File: src/lkc_pkg.sv
// Shared types and constants of the LRU key cache.
`default_nettype none
package lkc_pkg;

  localparam int KEY_W        = 63;
  localparam int OCC_W        = 5;
  localparam int CAPACITY_DEF = 20;

  // Per-cycle commands broadcast from the control unit to every cell.
  typedef struct packed {
    logic cmp;   // compare the lookup key against the held key
    logic upd;   // apply the shift and load for the current lookup
    logic hit;   // the lookup matched one of the held keys
    logic full;  // every cell holds a key
  } ctrl_t;

endpackage
`default_nettype wire

File: src/lkc_cell.sv
// One cell of the recency chain: a key, its valid bit and its match flag.
`default_nettype none
module lkc_cell (
  input  wire logic                     clk,
  input  wire logic                     rst_n,
  input  wire lkc_pkg::ctrl_t           ctrl,
  input  wire logic [lkc_pkg::KEY_W-1:0] lookup_key,
  input  wire logic [lkc_pkg::KEY_W-1:0] younger_key,
  input  wire logic                     older_valid,
  input  wire logic                     younger_valid,
  input  wire logic                     prefix_match,
  output logic      [lkc_pkg::KEY_W-1:0] key_r,
  output logic                          valid_r,
  output logic                          match_r
);

  logic last_valid;
  logic first_empty;
  logic load;
  logic shift;

  // The youngest held key sits where the valid run ends; the first free
  // cell sits just past it.
  assign last_valid  = valid_r & ~younger_valid;
  assign first_empty = ~valid_r & older_valid;
  assign load  = ctrl.upd & ((ctrl.hit | ctrl.full) ? last_valid : first_empty);
  assign shift = ctrl.upd & (ctrl.hit ? prefix_match : ctrl.full) & ~load;

  always_ff @(posedge clk) begin
    if (!rst_n) begin
      valid_r <= 1'b0;
      match_r <= 1'b0;
    end else begin
      if (load) begin
        valid_r <= 1'b1;
      end
      if (ctrl.cmp) begin
        match_r <= valid_r & (key_r == lookup_key);
      end
    end
  end

  always_ff @(posedge clk) begin
    if (load) begin
      key_r <= lookup_key;
    end else if (shift) begin
      key_r <= younger_key;
    end
  end

endmodule
`default_nettype wire

File: src/lru_key_cache.sv
// Top level of the LRU key cache: control, cell chain and result register.
//
//  chan | dir | payload ports                                        | handshake
//  in   | in  | in_lookup_key                                        | in_valid, in_ready
//  out  | out | out_hit, out_evicted, out_evicted_key, out_occupancy | out_valid, out_ready
//
// Each lookup passes a compare state, in which every cell compares its key,
// and a shift state, in which the chain shifts and loads and the result is registered.
// A new lookup is taken in the shift cycle, as the current one completes.
// Reset empties the list at once; no clearing pass is needed.
// A result that is not taken holds the shift cycle, and input is then refused.
`default_nettype none
module lru_key_cache #(
  parameter int CAPACITY = lkc_pkg::CAPACITY_DEF
) (
  input  wire logic                      clk,
  input  wire logic                      rst_n,
  input  wire logic                      in_valid,
  output logic                           in_ready,
  input  wire logic [lkc_pkg::KEY_W-1:0] in_lookup_key,
  output logic                           out_valid,
  input  wire logic                      out_ready,
  output logic                           out_hit,
  output logic                           out_evicted,
  output logic      [lkc_pkg::KEY_W-1:0] out_evicted_key,
  output logic      [lkc_pkg::OCC_W-1:0] out_occupancy
);

  localparam int CNT_W = $clog2(CAPACITY + 1);

  typedef enum logic [1:0] {S_IDLE, S_CMP, S_UPD} state_t;

  state_t                     state_r;
  logic [lkc_pkg::KEY_W-1:0]  key_r;
  logic [CNT_W-1:0]           fill_r;
  logic [CNT_W-1:0]           fill_nxt;
  logic [31:0]                occ_wide;
  logic                       out_valid_r;
  logic                       hit_r;
  logic                       evicted_r;
  logic [lkc_pkg::KEY_W-1:0]  evicted_key_r;
  logic [lkc_pkg::OCC_W-1:0]  occupancy_r;

  lkc_pkg::ctrl_t             ctrl;
  logic                       upd_fire;
  logic                       any_hit;
  logic                       full;
  logic                       grow;

  logic [lkc_pkg::KEY_W-1:0]  cell_key   [CAPACITY];
  logic [CAPACITY-1:0]        cell_valid;
  logic [CAPACITY-1:0]        cell_match;
  logic [CAPACITY-1:0]        prefix_match;

  assign upd_fire = (state_r == S_UPD) && (!out_valid_r || out_ready);
  assign in_ready = (state_r == S_IDLE) || upd_fire;
  assign any_hit  = |cell_match;
  assign full     = cell_valid[CAPACITY-1];
  assign grow     = ~any_hit & ~full;
  assign fill_nxt = fill_r + CNT_W'(grow);
  assign occ_wide = 32'(fill_nxt);

  assign ctrl.cmp  = (state_r == S_CMP);
  assign ctrl.upd  = upd_fire;
  assign ctrl.hit  = any_hit;
  assign ctrl.full = full;

  genvar g;
  generate
    for (g = 0; g < CAPACITY; g++) begin : g_cell
      logic [lkc_pkg::KEY_W-1:0] younger_key;
      logic                      older_valid;
      logic                      younger_valid;

      // A hit at or below this cell shifts in the younger key, unless this cell loads the new one.
      assign prefix_match[g] = |cell_match[g:0];

      if (g == CAPACITY - 1) begin : g_end
        assign younger_key   = key_r;
        assign younger_valid = 1'b0;
      end else begin : g_mid
        assign younger_key   = cell_key[g+1];
        assign younger_valid = cell_valid[g+1];
      end
      if (g == 0) begin : g_head
        assign older_valid = 1'b1;
      end else begin : g_body
        assign older_valid = cell_valid[g-1];
      end

      lkc_cell u_cell (
        .clk           (clk),
        .rst_n         (rst_n),
        .ctrl          (ctrl),
        .lookup_key    (key_r),
        .younger_key   (younger_key),
        .older_valid   (older_valid),
        .younger_valid (younger_valid),
        .prefix_match  (prefix_match[g]),
        .key_r         (cell_key[g]),
        .valid_r       (cell_valid[g]),
        .match_r       (cell_match[g])
      );
    end
  endgenerate

  always_ff @(posedge clk) begin
    if (!rst_n) begin
      state_r     <= S_IDLE;
      out_valid_r <= 1'b0;
      fill_r      <= '0;
    end else begin
      if (out_valid_r && out_ready && !upd_fire) begin
        out_valid_r <= 1'b0;
      end
      case (state_r)
        S_IDLE: begin
          if (in_valid) begin
            key_r   <= in_lookup_key;
            state_r <= S_CMP;
          end
        end
        S_CMP: begin
          state_r <= S_UPD;
        end
        S_UPD: begin
          if (upd_fire) begin
            out_valid_r   <= 1'b1;
            hit_r         <= any_hit;
            evicted_r     <= full & ~any_hit;
            evicted_key_r <= (full & ~any_hit) ? cell_key[0] : '0;
            occupancy_r   <= occ_wide[lkc_pkg::OCC_W-1:0];
            fill_r        <= fill_nxt;
            if (in_valid) begin
              key_r   <= in_lookup_key;
              state_r <= S_CMP;
            end else begin
              state_r <= S_IDLE;
            end
          end
        end
        default: begin
          state_r <= S_IDLE;
        end
      endcase
    end
  end

  assign out_valid       = out_valid_r;
  assign out_hit         = hit_r;
  assign out_evicted     = evicted_r;
  assign out_evicted_key = evicted_key_r;
  assign out_occupancy   = occupancy_r;

endmodule
`default_nettype wire

File: config.mk
export PLATFORM = sky130hd
export DESIGN_NAME = lru_key_cache
export DESIGN_NICKNAME = d
export VERILOG_FILES = /design/src/lkc_pkg.sv /design/src/lkc_cell.sv /design/src/lru_key_cache.sv
export SDC_FILE = /design/constraint.sdc
export NUM_CORES = 2
export LEC_CHECK = 0
export BUFFER_PORTS_ARGS = -buffer_cell sky130_fd_sc_hd__buf_2
export CORE_AREA = 2 2 438 440
export CTS_BUF_LIST = sky130_fd_sc_hd__clkbuf_16
export DETAILED_ROUTE_END_ITERATION = 10
export DIE_AREA = 0 0 440 442
export GPL_TIMING_DRIVEN = 0
export SYNTH_ARGS = -nofsm -noshare
export SYNTH_HDL_FRONTEND = slang
export SYNTH_SLANG_ARGS = --single-unit
File: constraint.sdc
create_clock -name clk -period 6.75 [get_ports clk]
set_input_delay 0.3375 -clock clk [delete_from_list [all_inputs] [get_ports clk]]
set_output_delay 0.3375 -clock clk [all_outputs]
set_load 0.005 [all_outputs]
After elaboration in Yosys (flattened, before gate mapping)

Cells that the tools add are included.

Register bits: 1441
Word-level logic and storage cells: 378
Input port bits: 67
Output and inout bits: 72

Bitwise gates (word level): 143
Equal/unequal tests: 24
Reductions and logical operators: 52
Muxes and demuxes: 90
Add/sub/neg operators: 1

Operator list:

| cell                             | number |
|---|---|
| 2-to-1 mux 63 bit                | 42 |
| equality test 63 bit             | 20 |
| case mux 63 bit (2 select lines) | 1 |
| AND 1 bit                        | 101 |
| 2-to-1 mux 1 bit                 | 44 |
| nonzero test 2 bit               | 21 |
| NOT 1 bit                        | 41 |
| OR reduction 20 bit              | 1 |
| OR reduction 19 bit              | 1 |
| OR reduction 18 bit              | 1 |
| OR reduction 17 bit              | 1 |
| OR reduction 16 bit              | 1 |
| OR reduction 15 bit              | 1 |
| OR reduction 14 bit              | 1 |
| OR reduction 13 bit              | 1 |
| OR reduction 12 bit              | 1 |
| OR reduction 11 bit              | 1 |
| OR reduction 10 bit              | 1 |
| OR reduction 9 bit               | 1 |
| OR reduction 8 bit               | 1 |
| OR reduction 7 bit               | 1 |
| case mux 2 bit (3 select lines)  | 1 |
| AND reduction 3 bit              | 2 |
| OR reduction 6 bit               | 1 |
| other kinds (15)                 | 22 |

Logic depth before layout (Yosys ltp)

Word-level depth: 8
Gate-level depth with buffers: 12
Gate-level depth less buffers: 10

Hierarchy

From an unflattened synthesis, not the netlist that was laid out.

Cell total of the unflattened synthesis: 5462
Area, all modules: 76443.3 µm²

Modules (own cells, without submodules):

| module        | area each (µm²) | seq. area each (µm²) | cells each | instances |
|---|---|---|---|---|
| lkc_cell      | 3559.7          | 1931.9               | 255        | 20 |
| lru_key_cache | 5250.0          | 4154.0               | 362        | 1 |

Worst setup path before layout

Ideal clock, no wire load.

Kind: flip-flop to flip-flop
Start: reg g_cell[3].u_cell.match_r
End: reg g_cell[2].u_cell.key_r[0] in the netlist's numbering (enable)
Cell stages (with the launch flop): 6
Setup time: 571 ps
Buffers on the path: 0
Setup slack: 294 ps
Arrival: 5885 ps
Cells stage by stage: dfxtp_1 > or4_4 > or2_4 > nor2_1 > nor4_1 > o21ai_0

Word-level cells in the longest chain between the ends: 7

RTL lines:

| what                                  | line                | RTL |
|---|---|---|
| start, declared                       | lkc_cell.sv:14      | `output logic match_r` |
| start signal, assigned                | lkc_cell.sv:38      | `match_r <= valid_r & (key_r == lookup_key);` |
| OR reduction 20 bit *                 | lru_key_cache.sv:57 | `assign any_hit = \|cell_match;` |
| OR 1 bit                              | lkc_cell.sv:26      | `assign load = ctrl.upd & ((ctrl.hit \| ctrl.full) ? last_valid : first_empty);` |
| 2-to-1 mux 1 bit                      | lkc_cell.sv:26      |  |
| AND 1 bit                             | lkc_cell.sv:26      |  |
| NOT 1 bit                             | lkc_cell.sv:27      | `assign shift = ctrl.upd & (ctrl.hit ? prefix_match : ctrl.full) & ~load;` |
| AND 1 bit                             | lkc_cell.sv:27      |  |
| nonzero test 2 bit (no source line) * | --                  |  |
| end signal, assigned                  | lkc_cell.sv:45      | `key_r <= lookup_key;` |
| end signal, assigned                  | lkc_cell.sv:47      | `key_r <= younger_key;` |
| end, declared                         | lkc_cell.sv:12      | `output logic [lkc_pkg::KEY_W-1:0] key_r,` |

Mark *: on every way between the ends. The rest lies on a longest branch, timed or not.
A chain may end at the register's enable or synchronous reset.

Worst setup path in the final report

Start: reg g_cell[12].u_cell.match_r
End: reg g_cell[13].u_cell.key_r[44] in the netlist's numbering (enable)

Word-level cells in the longest chain between the ends: 7

RTL lines:

| what                                  | line |
|---|---|
| start, declared                       | lkc_cell.sv:14 |
| start signal, assigned                | lkc_cell.sv:38 |
| OR reduction 20 bit                   | lru_key_cache.sv:57 |
| OR 1 bit                              | lkc_cell.sv:26 |
| 2-to-1 mux 1 bit                      | lkc_cell.sv:26 |
| AND 1 bit                             | lkc_cell.sv:26 |
| NOT 1 bit                             | lkc_cell.sv:27 |
| AND 1 bit                             | lkc_cell.sv:27 |
| nonzero test 2 bit (no source line) * | -- |
| end signal, assigned                  | lkc_cell.sv:45 |
| end signal, assigned                  | lkc_cell.sv:47 |
| end, declared                         | lkc_cell.sv:12 |

Marks and branches as above.

==> run_results.csv <==
group,metric,value,unit
final_layout,final_nets,5574,
synthesis,syn_area,75400,um2
synthesis,synth_nets,5124,
timing,timing.hold.ws,116,ps
clock_network,cts.path.max_buffers,3,
global_route,antenna_found_initial,8,
placed_design,place_hpwl,286000,um
synthesis,synth-edff-count,1393,
power_and_ir_drop,p_leak,0.0288,uW
global_route,grt_pass1_vias,44800,
timing,setup_viol,0,
drt,drtAntennaViolNets,0,
synthesis,yosysWarnings,0,
timing,rsz0062_at_grt,"no",
setup_path,critPathRequiredTime,7330,ps
setup_path,crit_family,"buffers and inverters",
drt,drt_iter0_markers,5806,
drt,wire_per_inst,41.8,um
synthesis,yosysSeqAreaShare,0.568,
final_layout,utilization,0.455,
setup_path,slowest_delay,850,ps
floorplanning,dieArea,194000,um2
global_route,track_usage,0.347,
global_route,grt_overflow,0,
final_layout,final_area,86200,um2
synthesis,postSynth.asyncResetShare,0,
timing,post-route-period-util,0.801,
global_route,grt_max_degree,71,
drt,wirelength,341000,um
clock_network,clk_pin_slew_worst_paths,60,ps
drt,vias_per_cell,5.61,
drt,num_vias,45800,
placed_design,port_buffers,138,
drt,firstDrtPassIters,5,
run,cap_violations,8,
floorplanning,die_x,440,um
placed_design,gp_congestion,1.11,
timing,max_freq,185,MHz
setup_path,start_kind,"flip-flop",
timing,worst_slew_pin_slew,1540,ps
final_layout,drive_gt1_frac,0.318,
synthesis,ys_seq_elements,1441,
clock_network,clkSinkCount,1441,
setup_path,cp.arrival,5990,ps
placed_design,placed_area,80300,um2
power_and_ir_drop,p_per_area,231,nW/um2
synthesis,avgSynthCellArea,14.9,um2
clock_network,clock_latency,860,ps
clock_network,post_cts_buffers,0,
timing,slew_headroom,-0.0270,
final_layout,areaGrowthSynthToFinish,14.4,%
clock_network,cts_max_level,4,
setup_path,crit_buf_inv,12,
global_route,grt_pass1_wl,437000,um
setup_path,crit_chain,"nor4_2 -> nand3_1 -> or3_1 -> buf_2 -> clkinv_4 -> buf_12 -> mux2i_1 -> buf_6 -> buf_6 -> o211ai_1 -> buf_4 -> buf_4 -> buf_4 -> buf_6 -> buf_4 -> buf_6 -> buf_4",
final_layout,fillerInstances,16900,
hold_path,holdCritPathClass,"in -> reg",
clock_network,cts_tree,"yes",
setup_path,critPathKind,"reg -> reg",
timing,slew_violations,43,
outcome,outcome,"finished, violations left",
setup_path,crit_slowest_cell,"nor4_2",
synthesis,synth-main-ff-cell,"edfxtp_1",
floorplanning,start_util,0.398,
power_and_ir_drop,vdd_ir_drop_max,0.175,mV
outcome,failed_checks,"capacitance limit, slew limit",
floorplanning,core,190000,um2
timing,min_period,5400,ps
timing,skew,35.6,ps
power_and_ir_drop,finalPower,20000,uW
timing,finalHoldViolCount,0,
floorplanning,pin_count,139,
drt,drc_errors,0,
setup_path,crit_path_max_fanout,10,
floorplanning,die_y,442,um
clock_network,cts_made_buffers,168,
setup_path,worstSetupEndpointType,"flip-flop",
clock_network,cts-root-buf,"clkbuf_16",
synthesis,synthCells,5055,
synthesis,synth_cell_types,46,
floorplanning,rows,160,
setup_path,cp_common_cell,"buf_4",
worst reg2reg max path, delay by kind of cell (launching register included):
kind                   cells  cell delay, ps
buffers and inverters     12            2510
and+or+nand+nor            3            1620
DFF                        1             350
muxes                      1             350
AOI/OAI and AO/OA          1             330
synthesized netlist by cell type (2+ instances only):
master | instances | area (um2)
a22o_1 | 3 | 26.3
and3b_1 | 19 | 166
inv_1 | 36 | 135
or4_1 | 2 | 15.0
buf_2 | 77 | 385
a21o_1 | 2 | 15.0
mux2_4 | 384 | 5770
xor2_1 | 7 | 61.3
nor2_1 | 17 | 63.8
nor2b_1 | 17 | 106
nor4_1 | 88 | 551
dfxtp_1 | 48 | 961
a21oi_1 | 2 | 10.0
o211ai_1 | 6 | 45.0
nand4_1 | 334 | 2090
buf_6 | 48 | 541
a21boi_0 | 40 | 300
buf_1 | 132 | 495
mux2i_1 | 18 | 180
nand3_1 | 7 | 35.0
nand2_1 | 34 | 128
o21bai_1 | 2 | 15.0
o22ai_1 | 7 | 43.8
clkbuf_1 | 152 | 571
xnor2_1 | 1237 | 10800
o21ai_0 | 9 | 45.0
mux2_2 | 813 | 9160
a2111o_1 | 4 | 45.0
edfxtp_1 | 1393 | 41800
and2_1 | 64 | 400
and3_1 | 6 | 37.5
or3_1 | 2 | 12.5
ha_1 | 2 | 25.0
o2111ai_1 | 2 | 17.5
nand2b_1 | 10 | 62.6
nor3_1 | 21 | 105
placed cells by master, fill, tap and decap left out, types with 6 or more instances in the layout:
cell type / count
xor2_1: 7
nor2b_1: 17
buf_4: 41
nand2_1: 29
nor3_1: 21
mux2i_1: 17
o21ai_4: 7
mux2_4: 384
clkinv_2: 26
nor2_1: 16
inv_1: 79
nand4_1: 334
buf_6: 56
nor4_1: 87
dlygate4sd3_1: 65
a21boi_0: 40
o211ai_1: 6
and3b_1: 19
bufinv_16: 12
buf_1: 122
clkinv_1: 39
xnor2_1: 1237
clkbuf_1: 150
and2_1: 63
buf_12: 23
mux2_2: 813
clkbuf_16: 173
edfxtp_1: 1393
o22ai_1: 7
nand2b_1: 10
nand3_1: 7
buf_2: 225
dfxtp_1: 48
diode_2: 10
area by class of cell:
class,instances,area [um2],area share
plain buffers,410,2030,0.0235
diodes,10,25.0,0.000290
multi-input cells,3167,30600,0.354
clock inverters,131,921,0.0107
inverters,37,144,0.00167
clock buffers,173,4330,0.0502
repair buffers,280,2310,0.0268
well taps,2511,3140,0.0364
flip-flops and latches,1441,42800,0.496
state kept, by name, indices dropped and copies added (netlist names), 2 cells and up:
| register | count |
|---|---|
| g_cell.u_cell.key_r | 1260 |
| g_cell.younger_key | 63 |
| out_evicted_key | 63 |
| g_cell.u_cell.match_r | 20 |
| g_cell.u_cell.valid_r | 20 |
| fill_r | 5 |
| out_occupancy | 5 |
| state_r | 2 |
power breakdown:
part	internal (uW)	switching (uW)	leakage (uW)
logic	299	887	0.0132
clock network	5070	3950	0.00274
registers	9710	45.2	0.0130
total	15100	4880	0.0288
final timing paths:
kind                            slack, ps  cells after the start                       from                          end
worst min register to register        470                      2                  fill_r[0]                    fill_r[0]
worst min-delay path                  120                      3                      rst_n     g_cell[5].u_cell.match_r
worst max-delay path                 1350                     17  g_cell[12].u_cell.match_r  g_cell[13].u_cell.key_r[44]
worst max register to register       1350                     17  g_cell[12].u_cell.match_r  g_cell[13].u_cell.key_r[44]
logic make-up (layout without fill, tap and decap cells):
family,after synthesis,after routing,synth area share
AND/OR/NAND/NOR,624,624,0.0504
flip-flops,1441,1441,0.568
other,0,10,0
AO/OA/AOI/OAI,82,82,0.00798
buffers and inverters,447,1031,0.0286
multiplexers,1215,1215,0.200
adder cells (fa/ha/maj),2,2,0.000332
XOR/XNOR,1244,1244,0.145
what timing repair did:
action,in CTS,in global routing
hold endpoints to repair,66,0
hold buffers,65,0
resized for setup,0,0
metal layers:
metal | GRT usage | routed length (um) | up-vias | share of wire
met5 | 0 | 0 | - | 0
met4 | 0.309 | 37300 | 0 | 0.11
met3 | 0.0362 | 17000 | 625 | 0.050
met2 | 0.545 | 156000 | 2164 | 0.46
met1 | 0.421 | 131000 | 23300 | 0.38
li1 | - | - | 19700 | -
stage by stage:
stage | setup WS, ps | setup TNS (ps) | cells
6_report | 1350 | 0 | 8160
5_1_grt | 1130 | 0 | 8150
4_1_cts | 523 | 0 | 8147
3_5_place_dp | 533 | 0 | 7778
3_3_place_gp | -5880 | -2163270 | 7704
2_1_floorplan | 294 | 0 | 5055
Note: power is estimated with default switching activity, not from simulation.
